==> config.mk <==
export PLATFORM = sky130hd
export DESIGN_NAME = heat_cool_thermostat_controller
export DESIGN_NICKNAME = d
export VERILOG_FILES = /design/src/design/hctc_pkg.sv /design/src/design/hctc_ctrl.sv /design/src/design/hctc_datapath.sv /design/src/design/heat_cool_thermostat_controller.sv
export SDC_FILE = /design/constraint.sdc
export NUM_CORES = 1
export LEC_CHECK = 0
export BUFFER_PORTS_ARGS = -buffer_cell sky130_fd_sc_hd__buf_2
export CAP_MARGIN = 15
export CORE_MARGIN = 2
export CORE_UTILIZATION = 60
export DETAILED_ROUTE_END_ITERATION = 8
export PLACE_DENSITY = 0.77
export SETUP_SLACK_MARGIN = 0.2
export SYNTH_ARGS = -nofsm -noshare
export SYNTH_HDL_FRONTEND = slang
export SYNTH_SLANG_ARGS = --single-unit
==> constraint.sdc <==
create_clock -name clk -period 8.8 [get_ports clk]
set_clock_uncertainty 0.1 [all_clocks]
set_input_delay 1.76 -clock clk [delete_from_list [all_inputs] [get_ports clk]]
set_output_delay 1.76 -clock clk [all_outputs]
set_load 0.01 [all_outputs]
==> src/design/hctc_pkg.sv <==
// Shared types, codes and helpers of the heating/cooling thermostat controller.
package hctc_pkg;

  localparam int TEMP_W = 16;
  localparam int BAND_W = 12;
  localparam int AGE_W  = 16;
  localparam int CMP_W  = 18;
  localparam int OP_W   = 2;
  localparam int SIDX_W = 3;
  localparam int CFG_IDX_W = 3;
  localparam int MODE_W = 2;
  localparam int RELAY_W = 2;
  localparam int SEL_W  = 5;

  localparam logic [AGE_W-1:0] AGE_MAX = '1;

  // Item opcodes.
  localparam logic [OP_W-1:0] OP_UPDATE = 2'd0;
  localparam logic [OP_W-1:0] OP_TICK   = 2'd1;
  localparam logic [OP_W-1:0] OP_EVAL   = 2'd2;

  // Configuration register indexes.
  localparam logic [CFG_IDX_W-1:0] CFG_TARGET = 3'd0;
  localparam logic [CFG_IDX_W-1:0] CFG_ENABLE = 3'd1;
  localparam logic [CFG_IDX_W-1:0] CFG_MODE   = 3'd2;
  localparam logic [CFG_IDX_W-1:0] CFG_INNER  = 3'd3;
  localparam logic [CFG_IDX_W-1:0] CFG_OUTER  = 3'd4;
  localparam logic [CFG_IDX_W-1:0] CFG_STALE  = 3'd5;

  // Comfort modes.
  localparam logic [MODE_W-1:0] MODE_BEDROOM = 2'd1;
  localparam logic [MODE_W-1:0] MODE_AWAY    = 2'd2;

  // Relay states; the remembered direction uses the same codes.
  localparam logic [RELAY_W-1:0] RELAY_OFF  = 2'd0;
  localparam logic [RELAY_W-1:0] RELAY_HEAT = 2'd1;
  localparam logic [RELAY_W-1:0] RELAY_COOL = 2'd2;

  // Register reset values.
  localparam logic [TEMP_W-1:0] TARGET_RST = 16'd5376;
  localparam logic [BAND_W-1:0] INNER_RST  = 12'd128;
  localparam logic [BAND_W-1:0] OUTER_RST  = 12'd512;
  localparam logic [AGE_W-1:0]  STALE_RST  = 16'd600;

  typedef struct packed {
    logic upd;
    logic tick;
    logic walk_clear;
    logic walk_step;
    logic check;
    logic div_step;
    logic decide;
    logic out_load;
  } cmd_t;

  typedef struct packed {
    logic walk_last;
    logic no_avg;
    logic div_last;
  } stat_t;

  function automatic logic signed [CMP_W-1:0] sx_temp(input logic [TEMP_W-1:0] v);
    return $signed({{(CMP_W-TEMP_W){v[TEMP_W-1]}}, v});
  endfunction

  function automatic logic signed [CMP_W-1:0] zx_band(input logic [BAND_W-1:0] v);
    return $signed({{(CMP_W-BAND_W){1'b0}}, v});
  endfunction

endpackage

==> src/design/hctc_ctrl.sv <==
// Sequencing state machine of the thermostat controller.
module hctc_ctrl (
  input  logic                       clk,
  input  logic                       rst,
  input  logic                       in_valid,
  output logic                       in_stall,
  input  logic [hctc_pkg::OP_W-1:0]  opcode,
  output logic                       out_valid,
  input  logic                       out_stall,
  output hctc_pkg::cmd_t             cmd,
  input  hctc_pkg::stat_t            stat
);

  typedef enum logic [5:0] {
    ST_IDLE   = 6'b000001,
    ST_WALK   = 6'b000010,
    ST_CHECK  = 6'b000100,
    ST_DIV    = 6'b001000,
    ST_DECIDE = 6'b010000,
    ST_DONE   = 6'b100000
  } state_t;

  state_t state;
  state_t state_next;
  logic   out_valid_next;
  logic   out_free;

  assign in_stall = (state != ST_IDLE);
  assign out_free = !out_valid || !out_stall;

  always_comb begin
    state_next = state;
    cmd = '0;
    case (state)
      ST_IDLE: begin
        if (in_valid) begin
          case (opcode)
            hctc_pkg::OP_UPDATE: begin
              cmd.upd = 1'b1;
              state_next = ST_DONE;
            end
            hctc_pkg::OP_TICK: begin
              cmd.tick = 1'b1;
              state_next = ST_DONE;
            end
            hctc_pkg::OP_EVAL: begin
              cmd.walk_clear = 1'b1;
              state_next = ST_WALK;
            end
            default: begin
              state_next = ST_DONE;
            end
          endcase
        end
      end
      ST_WALK: begin
        cmd.walk_step = 1'b1;
        if (stat.walk_last) begin
          state_next = ST_CHECK;
        end
      end
      ST_CHECK: begin
        cmd.check = 1'b1;
        state_next = stat.no_avg ? ST_DONE : ST_DIV;
      end
      ST_DIV: begin
        cmd.div_step = 1'b1;
        if (stat.div_last) begin
          state_next = ST_DECIDE;
        end
      end
      ST_DECIDE: begin
        cmd.decide = 1'b1;
        state_next = ST_DONE;
      end
      ST_DONE: begin
        // The result waits here until the output register is free.
        if (out_free) begin
          cmd.out_load = 1'b1;
          state_next = ST_IDLE;
        end
      end
      default: begin
        state_next = ST_IDLE;
      end
    endcase
  end

  always_comb begin
    out_valid_next = out_valid;
    if (cmd.out_load) begin
      out_valid_next = 1'b1;
    end else if (!out_stall) begin
      out_valid_next = 1'b0;
    end
  end

  always_ff @(posedge clk) begin
    if (rst) begin
      state <= ST_IDLE;
      out_valid <= 1'b0;
    end else begin
      state <= state_next;
      out_valid <= out_valid_next;
    end
  end

endmodule

==> src/design/hctc_datapath.sv <==
// Sensor store, statistics walk, serial divider and relay logic.
module hctc_datapath #(
  parameter int NUM_SENSORS    = 8,
  parameter int OUTSIDE_SENSOR = 7,
  parameter int BEDROOM_SENSOR = 0
) (
  input  logic                               clk,
  input  logic                               rst,
  input  hctc_pkg::cmd_t                     cmd,
  output hctc_pkg::stat_t                    stat,
  input  logic [hctc_pkg::SIDX_W-1:0]        sensor_index,
  input  logic signed [hctc_pkg::TEMP_W-1:0] temperature,
  input  logic                               cfg_we,
  input  logic [hctc_pkg::CFG_IDX_W-1:0]     cfg_index,
  input  logic [hctc_pkg::TEMP_W-1:0]        cfg_wdata,
  output logic [hctc_pkg::RELAY_W-1:0]       relay_state,
  output logic signed [hctc_pkg::TEMP_W-1:0] avg_temp,
  output logic signed [hctc_pkg::TEMP_W-1:0] min_temp,
  output logic signed [hctc_pkg::TEMP_W-1:0] max_temp,
  output logic                               reading_valid
);

  localparam int TW     = hctc_pkg::TEMP_W;
  localparam int IDX_W  = $clog2(NUM_SENSORS);
  localparam int WSUM_W = $clog2(NUM_SENSORS + 1);
  localparam int SUM_W  = TW + WSUM_W;
  localparam int CNT_W  = $clog2(SUM_W);
  localparam int OUT_IDX = OUTSIDE_SENSOR % NUM_SENSORS;
  localparam bit OUT_PRESENT = (OUTSIDE_SENSOR < NUM_SENSORS);
  localparam logic [IDX_W-1:0] OUT_SEL = IDX_W'(OUT_IDX);

  // Configuration registers.
  logic signed [TW-1:0]                 target_temp;
  logic                                 system_enable;
  logic [hctc_pkg::MODE_W-1:0]          comfort_mode;
  logic [hctc_pkg::BAND_W-1:0]          inner_band;
  logic [hctc_pkg::BAND_W-1:0]          outer_band;
  logic [hctc_pkg::AGE_W-1:0]           stale_limit;

  // Sensor store.
  logic signed [TW-1:0]                 sensor_reading [NUM_SENSORS];
  logic [NUM_SENSORS-1:0]               sensor_valid;
  logic [hctc_pkg::AGE_W-1:0]           sensor_age [NUM_SENSORS];
  logic [hctc_pkg::AGE_W-1:0]           age_inc [NUM_SENSORS];
  logic [IDX_W-1:0]                     upd_idx;
  logic                                 upd_in_range;

  // Walk accumulators.
  logic [IDX_W-1:0]                     walk_idx;
  logic                                 walk_any;
  logic signed [TW-1:0]                 walk_lo;
  logic signed [TW-1:0]                 walk_hi;
  logic signed [SUM_W-1:0]              walk_sum;
  logic [WSUM_W-1:0]                    walk_wsum;
  logic signed [TW-1:0]                 walk_rd;
  logic                                 walk_vd;
  logic                                 bed_hit;
  logic                                 walk_w;

  // Divider.
  logic [SUM_W-1:0]                     abs_sum;
  logic [SUM_W-1:0]                     div_q;
  logic [WSUM_W-1:0]                    div_rem;
  logic [WSUM_W:0]                      rem_sh;
  logic                                 div_ge;
  logic [CNT_W-1:0]                     div_cnt;
  logic                                 div_neg;
  logic signed [TW-1:0]                 avg_new;

  // Relay machine and evaluation registers.
  logic [hctc_pkg::RELAY_W-1:0]         relay_mode;
  logic [hctc_pkg::RELAY_W-1:0]         last_direction;
  logic signed [TW-1:0]                 average_reg;
  logic signed [TW-1:0]                 min_reg;
  logic signed [TW-1:0]                 max_reg;
  logic                                 eval_ok;
  logic signed [hctc_pkg::CMP_W-1:0]    avg_c;
  logic signed [hctc_pkg::CMP_W-1:0]    lo_c;
  logic signed [hctc_pkg::CMP_W-1:0]    hi_c;
  logic signed [hctc_pkg::CMP_W-1:0]    tgt_c;
  logic signed [hctc_pkg::CMP_W-1:0]    tgt_lo_in;
  logic signed [hctc_pkg::CMP_W-1:0]    tgt_hi_in;
  logic signed [hctc_pkg::CMP_W-1:0]    tgt_lo_out;
  logic signed [hctc_pkg::CMP_W-1:0]    tgt_hi_out;
  logic                                 heating;
  logic [hctc_pkg::RELAY_W-1:0]         decide_next;
  logic [hctc_pkg::RELAY_W-1:0]         relay_target;
  logic                                 relay_we;

  // Configuration writes.
  always_ff @(posedge clk) begin
    if (rst) begin
      target_temp   <= hctc_pkg::TARGET_RST;
      system_enable <= 1'b0;
      comfort_mode  <= '0;
      inner_band    <= hctc_pkg::INNER_RST;
      outer_band    <= hctc_pkg::OUTER_RST;
      stale_limit   <= hctc_pkg::STALE_RST;
    end else if (cfg_we) begin
      case (cfg_index)
        hctc_pkg::CFG_TARGET: target_temp   <= cfg_wdata;
        hctc_pkg::CFG_ENABLE: system_enable <= cfg_wdata[0];
        hctc_pkg::CFG_MODE:   comfort_mode  <= cfg_wdata[hctc_pkg::MODE_W-1:0];
        hctc_pkg::CFG_INNER:  inner_band    <= cfg_wdata[hctc_pkg::BAND_W-1:0];
        hctc_pkg::CFG_OUTER:  outer_band    <= cfg_wdata[hctc_pkg::BAND_W-1:0];
        hctc_pkg::CFG_STALE:  stale_limit   <= cfg_wdata;
        default: ;
      endcase
    end
  end

  // Sensor updates and ageing.
  assign upd_idx = IDX_W'(sensor_index);
  assign upd_in_range = hctc_pkg::SEL_W'(sensor_index) < hctc_pkg::SEL_W'(NUM_SENSORS);

  always_comb begin
    for (int i = 0; i < NUM_SENSORS; i++) begin
      age_inc[i] = (sensor_age[i] != hctc_pkg::AGE_MAX) ?
                   sensor_age[i] + 1'b1 : sensor_age[i];
    end
  end

  always_ff @(posedge clk) begin
    if (cmd.upd && upd_in_range) begin
      sensor_reading[upd_idx] <= temperature;
    end
  end

  always_ff @(posedge clk) begin
    if (rst) begin
      sensor_valid <= '0;
      for (int i = 0; i < NUM_SENSORS; i++) begin
        sensor_age[i] <= '0;
      end
    end else begin
      for (int i = 0; i < NUM_SENSORS; i++) begin
        if (cmd.upd && upd_in_range && (upd_idx == IDX_W'(i))) begin
          sensor_valid[i] <= 1'b1;
          sensor_age[i] <= '0;
        end else if (cmd.tick) begin
          sensor_age[i] <= age_inc[i];
          if (age_inc[i] > stale_limit) begin
            sensor_valid[i] <= 1'b0;
          end
        end
      end
    end
  end

  // Walk: one sensor per cycle into min, max, weighted sum and weight count.
  assign walk_rd = sensor_reading[walk_idx];
  assign walk_vd = sensor_valid[walk_idx];
  assign bed_hit = hctc_pkg::SEL_W'(walk_idx) == hctc_pkg::SEL_W'(BEDROOM_SENSOR);

  always_comb begin
    case (comfort_mode)
      hctc_pkg::MODE_BEDROOM: walk_w = bed_hit;
      hctc_pkg::MODE_AWAY:    walk_w = !bed_hit;
      default:                walk_w = 1'b1;
    endcase
  end

  always_ff @(posedge clk) begin
    if (cmd.walk_clear) begin
      walk_idx  <= '0;
      walk_any  <= 1'b0;
      walk_sum  <= '0;
      walk_wsum <= '0;
    end else if (cmd.walk_step) begin
      walk_idx <= walk_idx + 1'b1;
      if (walk_vd) begin
        if (!walk_any || walk_rd > walk_hi) begin
          walk_hi <= walk_rd;
        end
        if (!walk_any || walk_rd < walk_lo) begin
          walk_lo <= walk_rd;
        end
        walk_any <= 1'b1;
        if (walk_w) begin
          walk_sum  <= walk_sum + {{(SUM_W-TW){walk_rd[TW-1]}}, walk_rd};
          walk_wsum <= walk_wsum + 1'b1;
        end
      end
    end
  end

  assign stat.walk_last = (walk_idx == IDX_W'(NUM_SENSORS - 1));
  assign stat.no_avg    = !walk_any || (walk_wsum == '0);

  // Restoring divider on magnitudes, one quotient bit per cycle.
  assign abs_sum = walk_sum[SUM_W-1] ? SUM_W'(-walk_sum) : SUM_W'(walk_sum);
  assign rem_sh  = {div_rem, div_q[SUM_W-1]};
  assign div_ge  = rem_sh >= {1'b0, walk_wsum};

  always_ff @(posedge clk) begin
    if (cmd.check) begin
      div_q   <= abs_sum;
      div_rem <= '0;
      div_cnt <= '0;
      div_neg <= walk_sum[SUM_W-1];
    end else if (cmd.div_step) begin
      div_q   <= {div_q[SUM_W-2:0], div_ge};
      div_rem <= div_ge ? WSUM_W'(rem_sh - {1'b0, walk_wsum}) : rem_sh[WSUM_W-1:0];
      div_cnt <= div_cnt + 1'b1;
    end
  end

  assign stat.div_last = (div_cnt == CNT_W'(SUM_W - 1));

  // Truncation toward zero: negate the magnitude quotient for a negative sum.
  assign avg_new = div_neg ? -$signed(div_q[TW-1:0]) : $signed(div_q[TW-1:0]);

  assign avg_c      = hctc_pkg::sx_temp(avg_new);
  assign lo_c       = hctc_pkg::sx_temp(min_reg);
  assign hi_c       = hctc_pkg::sx_temp(max_reg);
  assign tgt_c      = hctc_pkg::sx_temp(target_temp);
  assign tgt_lo_in  = tgt_c - hctc_pkg::zx_band(inner_band);
  assign tgt_hi_in  = tgt_c + hctc_pkg::zx_band(inner_band);
  assign tgt_lo_out = tgt_c - hctc_pkg::zx_band(outer_band);
  assign tgt_hi_out = tgt_c + hctc_pkg::zx_band(outer_band);

  always_comb begin
    if (OUT_PRESENT && sensor_valid[OUT_SEL]) begin
      heating = sensor_reading[OUT_SEL] < target_temp;
    end else if (last_direction == hctc_pkg::RELAY_OFF) begin
      heating = avg_c < tgt_c;
    end else begin
      heating = (last_direction == hctc_pkg::RELAY_HEAT);
    end
  end

  always_comb begin
    decide_next = relay_mode;
    if (!system_enable) begin
      decide_next = hctc_pkg::RELAY_OFF;
    end else begin
      case (relay_mode)
        hctc_pkg::RELAY_HEAT: begin
          if (avg_c >= tgt_c || hi_c >= tgt_hi_out) begin
            decide_next = hctc_pkg::RELAY_OFF;
          end
        end
        hctc_pkg::RELAY_COOL: begin
          if (avg_c <= tgt_c || lo_c < tgt_lo_out) begin
            decide_next = hctc_pkg::RELAY_OFF;
          end
        end
        default: begin
          if (heating) begin
            if (avg_c < tgt_lo_in && hi_c < tgt_hi_out) begin
              decide_next = hctc_pkg::RELAY_HEAT;
            end
          end else if (avg_c > tgt_hi_in && lo_c > tgt_lo_out) begin
            decide_next = hctc_pkg::RELAY_COOL;
          end
        end
      endcase
    end
  end

  // A failed evaluation forces the relays off at the check step.
  assign relay_we     = cmd.decide || (cmd.check && stat.no_avg);
  assign relay_target = cmd.decide ? decide_next : hctc_pkg::RELAY_OFF;

  always_ff @(posedge clk) begin
    if (rst) begin
      relay_mode     <= hctc_pkg::RELAY_OFF;
      last_direction <= hctc_pkg::RELAY_OFF;
    end else if (cfg_we && cfg_index == hctc_pkg::CFG_ENABLE) begin
      last_direction <= hctc_pkg::RELAY_OFF;
    end else if (relay_we && relay_target != relay_mode) begin
      if (relay_mode != hctc_pkg::RELAY_OFF) begin
        last_direction <= relay_mode;
      end
      relay_mode <= relay_target;
    end
  end

  always_ff @(posedge clk) begin
    if (rst) begin
      average_reg <= '0;
      min_reg     <= '0;
      max_reg     <= '0;
      eval_ok     <= 1'b0;
    end else begin
      if (cmd.check) begin
        if (walk_any) begin
          min_reg <= walk_lo;
          max_reg <= walk_hi;
        end
        if (stat.no_avg) begin
          eval_ok <= 1'b0;
        end
      end
      if (cmd.decide) begin
        average_reg <= avg_new;
        eval_ok     <= 1'b1;
      end
    end
  end

  // Output register: one result per transaction.
  always_ff @(posedge clk) begin
    if (cmd.out_load) begin
      relay_state   <= relay_mode;
      avg_temp      <= average_reg;
      min_temp      <= min_reg;
      max_temp      <= max_reg;
      reading_valid <= eval_ok;
    end
  end

endmodule

==> src/design/heat_cool_thermostat_controller.sv <==
// Top level of the heating/cooling thermostat controller.
//
//   channel  | dir | payload                                    | transaction when
//   ---------+-----+--------------------------------------------+------------------------
//   in       | in  | opcode, sensor_index, temperature          | in_valid & !in_stall
//   out      | out | relay_state, avg_temp, min_temp, max_temp, | out_valid & !out_stall
//            |     | reading_valid                              |
//   cfg      | in  | cfg_index, cfg_wdata                       | cfg_we
//
// A sensor update, a tick or an unused opcode passes from the idle state through the done
// state into the output register. An evaluation runs the one-sensor-per-cycle statistics
// walk, a check step, the one-bit-per-cycle divider on the SUM_W-bit sum, where SUM_W is
// 16 plus the bits of the weight count, and a decide step. A failed evaluation skips the
// divider. Reset is synchronous, restores the configuration defaults and clears sensor
// validity, ages and the relay state. While a result is stalled the next transaction is
// still taken; its result waits until the output register is free.
module heat_cool_thermostat_controller #(
  parameter int NUM_SENSORS    = 8,
  parameter int OUTSIDE_SENSOR = 7,
  parameter int BEDROOM_SENSOR = 0
) (
  input  logic                               clk,
  input  logic                               rst,
  input  logic                               in_valid,
  output logic                               in_stall,
  input  logic [hctc_pkg::OP_W-1:0]          opcode,
  input  logic [hctc_pkg::SIDX_W-1:0]        sensor_index,
  input  logic signed [hctc_pkg::TEMP_W-1:0] temperature,
  output logic                               out_valid,
  input  logic                               out_stall,
  output logic [hctc_pkg::RELAY_W-1:0]       relay_state,
  output logic signed [hctc_pkg::TEMP_W-1:0] avg_temp,
  output logic signed [hctc_pkg::TEMP_W-1:0] min_temp,
  output logic signed [hctc_pkg::TEMP_W-1:0] max_temp,
  output logic                               reading_valid,
  input  logic                               cfg_we,
  input  logic [hctc_pkg::CFG_IDX_W-1:0]     cfg_index,
  input  logic [hctc_pkg::TEMP_W-1:0]        cfg_wdata
);

  hctc_pkg::cmd_t  cmd;
  hctc_pkg::stat_t stat;

  hctc_ctrl u_ctrl (
    .clk       (clk),
    .rst       (rst),
    .in_valid  (in_valid),
    .in_stall  (in_stall),
    .opcode    (opcode),
    .out_valid (out_valid),
    .out_stall (out_stall),
    .cmd       (cmd),
    .stat      (stat)
  );

  hctc_datapath #(
    .NUM_SENSORS    (NUM_SENSORS),
    .OUTSIDE_SENSOR (OUTSIDE_SENSOR),
    .BEDROOM_SENSOR (BEDROOM_SENSOR)
  ) u_datapath (
    .clk           (clk),
    .rst           (rst),
    .cmd           (cmd),
    .stat          (stat),
    .sensor_index  (sensor_index),
    .temperature   (temperature),
    .cfg_we        (cfg_we),
    .cfg_index     (cfg_index),
    .cfg_wdata     (cfg_wdata),
    .relay_state   (relay_state),
    .avg_temp      (avg_temp),
    .min_temp      (min_temp),
    .max_temp      (max_temp),
    .reading_valid (reading_valid)
  );

endmodule

* Word-level counts from Yosys, hierarchy flattened
Memory sizes are Yosys's and may differ from the RTL's. A register that Yosys moved wholly into a read port is not among the register bits.
Index checks and enable logic that the tools add are counted.
** Storage, ports and cells
- ROM bits :: 0
- Word-level logic and storage cells :: 358
- RAM bits :: 256
- Memories :: 2
- Bits in latches :: 0
- Bits in registers :: 268
- Output and inout port bits :: 53
** Memory list
- u_datapath.sensor_age :: words 8, width 16, read ports 8, clocked after memory_dff 0, wr ports 8, line hctc_datapath.sv:43 : logic [hctc_pkg::AGE_W-1:0] sensor_age [NUM_SENSORS];
- u_datapath.sensor_reading :: words 8, width 16, read ports 2, clocked after memory_dff 1, wr ports 1, line hctc_datapath.sv:41 : logic signed [TW-1:0] sensor_reading [NUM_SENSORS];
** Operators by class
- Divide/modulo/power cells :: 0
- Shift operators :: 0
- Add/sub/neg operators :: 19
- Order comparisons :: 22
- Muxes and demuxes :: 144
- Reductions and logical operators :: 74
- $mul :: 0
- Bitwise operators :: 18
- Eq/ne operators :: 42
** Operator list (number)
- $mux W16 :: 25
- $gt A16 B16 Y1 :: 9
- $add A16 B1 Y16 const B :: 8
- $ne A16 B16 Y1 const B :: 8
- $mux W1 :: 94
- $mux W20 :: 3
- $lt A16 B17 Y1 :: 3
- $lt A16 B16 Y1 :: 3
- $reduce_bool A2 Y1 :: 20
- $reduce_and A2 Y1 :: 19
- $mux W6 :: 6
- $pmux W6 S6 :: 1
- $add A16 B13 Y17 :: 2
- $gt A16 B17 Y1 :: 2
- $sub A16 B13 Y17 :: 2
- $eq A3 B3 Y1 const B :: 7
- $add A20 B20 Y20 :: 1
- $neg A20 Y20 :: 1
- $ge A16 B17 Y1 :: 1
- $ge A16 B16 Y1 :: 1
- $le A16 B16 Y1 :: 1
- $neg A16 Y16 :: 1
- $or A1 B1 Y1 :: 16
- $mux W2 :: 7
- 36 further kinds :: 78

* Longest topological paths before layout
- Depth after elaboration :: 12
- Depth in mapped cells :: 25
- Mapped depth without buffers :: 25

* By module
A second synthesis with hierarchy kept.
** Unflattened totals
- Cell total of the unflattened synthesis :: 3070
- Area, all modules :: 31682.9 um^2
** By module, submodules not included
- hctc_datapath :: cells an instance 3018, instances 1, area an instance 31202.4 um^2
- hctc_ctrl :: cells an instance 52, instances 1, area an instance 480.5 um^2

* Worst setup path after synthesis
Ideal clock, no wire load.
- Path type :: register to register
- From :: register (tool-made name)
- To :: register u_datapath.walk_lo[0] (enable)
- Arrival :: 4694 ps
- Data required time :: 8291 ps
- Path slack :: 3597 ps
- Stages on the path, launching flop included :: 15
- Buffers on the path :: 3
- Period minus slack after synthesis :: 5203 ps
- Cell sequence :: dfxtp_1 > clkbuf_1 > clkbuf_1 > buf_1 > mux4_2 > mux2i_1 > inv_1 > ha_1 > a21oi_1 > nor2b_1 > o21ai_0 > a21oi_1 > o41ai_1 > a211oi_1 > nor3_1
** RTL lines
- end signal, assigned :: line hctc_datapath.sv:176 : walk_lo <= walk_rd;
- end, declared :: line hctc_datapath.sv:51 : logic signed [TW-1:0] walk_lo;

* Worst setup path after layout
- From :: register u_datapath.target_temp[0]
- To :: register u_datapath.last_direction[0] (netlist bit)
** On the way
- Cells in the longest elaborated chain, start to end :: 11
- Elaborated cells between the ends (all ways) :: 31
** RTL lines
- start, declared :: line hctc_datapath.sv:33 : logic signed [TW-1:0] target_temp;
- start signal, assigned :: line hctc_datapath.sv:93 : target_temp <= hctc_pkg::TARGET_RST;
- start signal, assigned :: line hctc_datapath.sv:101 : hctc_pkg::CFG_TARGET: target_temp <= cfg_wdata;
- $add A16 B13 Y17, or another cell as far along :: line hctc_datapath.sv:218 : assign tgt_hi_in = tgt_c + hctc_pkg::zx_band(inner_band);
- $gt A16 B17 Y1 / $lt A16 B17 Y1 (equally long branches) :: line hctc_datapath.sv:253, hctc_datapath.sv:250
- $logic_and A1 B1 Y1, on equally long branches :: line hctc_datapath.sv:253, hctc_datapath.sv:250
- $mux W2, on equally long branches :: line hctc_datapath.sv:253, hctc_datapath.sv:250
- $mux W2 :: line hctc_datapath.sv:249 : if (heating) begin
- $pmux W2 S2 * :: line hctc_datapath.sv:237 : case (relay_mode)
- $mux W2 * :: line hctc_datapath.sv:234 : if (!system_enable) begin
- $mux W2 * :: line hctc_datapath.sv:263 : assign relay_target = cmd.decide ? decide_next : hctc_pkg::RELAY_OFF;
- $ne A2 B2 Y1 * :: line hctc_datapath.sv:271 : end else if (relay_we && relay_target != relay_mode) begin
- $logic_and A1 B1 Y1 * :: line hctc_datapath.sv:271
- $reduce_and A2 Y1 (no line) *
- end signal, assigned :: line hctc_datapath.sv:268 : last_direction <= hctc_pkg::RELAY_OFF;
- end signal, assigned :: line hctc_datapath.sv:270 : last_direction <= hctc_pkg::RELAY_OFF;
- end signal, assigned :: line hctc_datapath.sv:273 : last_direction <= relay_mode;
- end, declared :: line hctc_datapath.sv:72 : logic [hctc_pkg::RELAY_W-1:0] last_direction;
Every way passes the cells marked *; elsewhere a longest branch is shown, timed or not.
A chain may end at the register's enable or synchronous reset.

==> impl_results.md <==
* Run status: completed
* Clock power frac at about two fifths
* Count leader, synth: nand2_1
* Sequential fraction of the synthesis area at 44.9%
* Final setup violation count at 0
* Fmax at about 160 MHz
* Post-CTS Setup Inserts at 0
* Design Power at 6.23 mW
* GRT Resource Usage Total at a little under a third
* Share of the synthesized area in the top cell type at 34.3%
* Final Wtd Congestion at 0.955
* Largest net degree at the start of global routing at 97
* Internal power at ~4.6 mW
* Clock Latency Late Sink at 630 ps
* Synth cell types at 71
* Largest registers: u_datapath.sensor_age (128), u_datapath.sensor_reading (128)
* Number of fill cells in the layout at 4015
* Clock Path Buffers at 3
* CP max stage cell: nor4_1
* DIE AREA at about 0.054 mm^2
* First-pass GRT wire length at 127 mm
* DRT Pass-1 Iters at 5
* CTS clk-pin slew, worst paths at 60 ps
* CTS Sinks at roughly 530
* CTS tree: done
* Switching pwr at 1.68 mW
* Share of cells above drive strength 1 at 8.82%
* RSZ-0062 raised after global routing: false
* Sequential share of power at 45.1%
* Syn_area_per_cell at 10.1 um^2
* Chip height at 233 um
* CP startpoint kind: flip-flop
* Async S/R FF share, synth at 0%
* Routed Antenna Nets at 0
* Antenna violations before repair at 7
* I/O pin count at 98
* Peak VDD IR at 0.156 mV
* Post-DP HPWL at 60.4 mm
* Critical path type: reg2reg
* Setup TNS at 0 ps
* Via count at between 20000 and 25000
* Core Area at 0.0522 mm^2
* Drt wl/cell at 20.9 um
* Flops & latches, synth at roughly 530
* Worst hold slack at 333 ps
* Initial core utilization at 60.4%
* Final design utilization at 66.3%
* # nets final at 3594
* # rows at 84
* Least-Margin Pin Slew at between 1000 and 1500 ps
* Placed Instance Area at 0.0327 mm^2
* CTS buffer count at 55
* Initial DRC count at roughly 2000
* HP Class: reg2reg
* Grt total ovfl at 0
* Buffers and inverters on the worst path at 2
* Max-Cap Viols at 0
* Data required, critical path at 9220 ps
* Max FO, Critical Path at 5
* Final hold vios at 0
* Comb pwr share at 16.3%
* Root Buffer: clkbuf_16
* Critical path capture point type: flip-flop
* Drt drc at 0
* Synth area leader: edfxtp_1
* Crit path max-delay family: compound AO/OA/AOI/OAI gates
* Vias per cell at around 6.1
* Post-synth EDFFs at 360
* PD cells at between 150 and 200 mW/mm^2
* Clock H-tree levels at 2
* Die width at 233 um
* Crit share post-route at 71.5%
* Top_reg_cell synth: edfxtp_1
* Critical path's largest stage delay at 550 ps
* Post_cts resized at 0
* Synth Instances at slightly above 3000
* Post-route cell area at approximately 0.035 mm^2
* Hold buffer count at cts at 0
* Number of global-route vias before repair at 23261
* P_leak at roughly 13 nW
* Largest cells by area after synthesis: edfxtp_1 34%, ha_1 14%, dfxtp_1 11%
* Max Slew Vio Count at 0
* Syn nets at about 3500
* Mapped Area at about 0.032 mm^2
* Port Buffers at 97
* Slew headroom at 19.0%
* Commonest cells post-synth: 373 x nand2_1, 360 x edfxtp_1, 349 x ha_1
* CP dominant cell by count: a21oi_1
* Final Critical Period at 6300 ps
* Warnings, synthesis at 0
* Net Sw Frac at between 20% and 30%
* Area growth syn-to-layout at 9.81%
* Arr. time, crit path at 6710 ps
* Total Wirelength at 82.1 mm
path summary, 6_finish.rpt:
kind                            slack [ps]                                     from                                        end  cells after the start
worst max-delay path                  2500   u_datapath.target_temp[0]$_SDFFE_PP0P_  u_datapath.last_direction[0]$_SDFFE_PP0P_                     25
worst min register to register         330  u_datapath.average_reg[10]$_SDFFE_PP0P_          u_datapath.avg_temp[10]$_DFFE_PP_                      0
worst min-delay path                   330  u_datapath.average_reg[10]$_SDFFE_PP0P_          u_datapath.avg_temp[10]$_DFFE_PP_                      0
worst max register to register        2500   u_datapath.target_temp[0]$_SDFFE_PP0P_  u_datapath.last_direction[0]$_SDFFE_PP0P_                     25
layout make-up:
type | instances | area (um^2) | share of cell area, %
multi-input cells | 2321 | 16400 | 47.4
flip-flops and latches | 527 | 14200 | 40.9
clock buffers | 74 | 1540 | 4.45
well taps | 688 | 861 | 2.49
inverters | 175 | 657 | 1.90
repair buffers | 114 | 647 | 1.87
clock inverters | 30 | 333 | 0.961
diodes | 6 | 15.0 | 0.0434
per-layer routing:
layer / GRT usage, % / routed length (um)
met2: 47.6 / 37200
met4: 11.2 / 2990
met5: 0 / 7
met3: 4.57 / 6110
met1: 41.7 / 35800
power groups by stage:
| stage | Sequential, mW | Clock (mW) | Combinational (mW) |
|---|---|---|---|
| 2_1_floorplan | 2.84 | 0 | 0.739 |
| 3_3_place_gp | 2.86 | 0 | 0.958 |
| 3_5_place_dp | 2.86 | 0 | 1.00 |
| 4_1_cts | 2.81 | 2.43 | 1.01 |
| 5_1_grt | 2.82 | 2.52 | 1.12 |
| 6_report | 2.81 | 2.40 | 1.02 |
stage by stage:
stage / std cells / worst slack (ps)
floorplan: 3115 / 3600
global placement: 3822 / 2850
detailed placement: 3823 / 2680
CTS: 3927 / 2650
global route: 3934 / 1790
finish: 3935 / 2500
layout by cell type (no fill, tap or decap), types with 9 or more instances in the layout:
cell / instances
nand3b_1: 16
xor2_1: 51
mux2_2: 22
ha_1: 349
a211oi_1: 23
and2_1: 11
o21a_1: 63
nand3_1: 95
nor2_1: 185
nor4_1: 19
dfxtp_1: 166
buf_4: 15
o31ai_1: 12
nand4_1: 66
o21bai_1: 11
edfxtp_1: 360
mux2i_1: 9
nand2_1: 373
and3_1: 33
nand2b_1: 37
inv_1: 173
mux4_2: 34
a31oi_1: 14
nor2b_1: 134
clkbuf_16: 57
xnor2_1: 145
nor3b_1: 27
buf_2: 96
a21oi_1: 241
or3_1: 13
nor3_1: 55
o21ai_0: 134
a21o_1: 37
clkbuf_1: 12
kinds of logic (layout without fill, tap and decap cells):
kind of cell | Yosys count | after routing | synth area share (%)
flip-flops | 527 | 527 | 44.9
AND/OR/NAND/NOR | 1100 | 1100 | 17.1
multiplexers | 65 | 65 | 3.50
AO/OA/AOI/OAI | 605 | 605 | 11.6
adder cells (fa/ha/maj) | 355 | 355 | 14.2
buffers and inverters | 267 | 393 | 3.18
other | 0 | 6 | 0
XOR/XNOR | 196 | 196 | 5.44
Power figures use the tool's default switching activity.
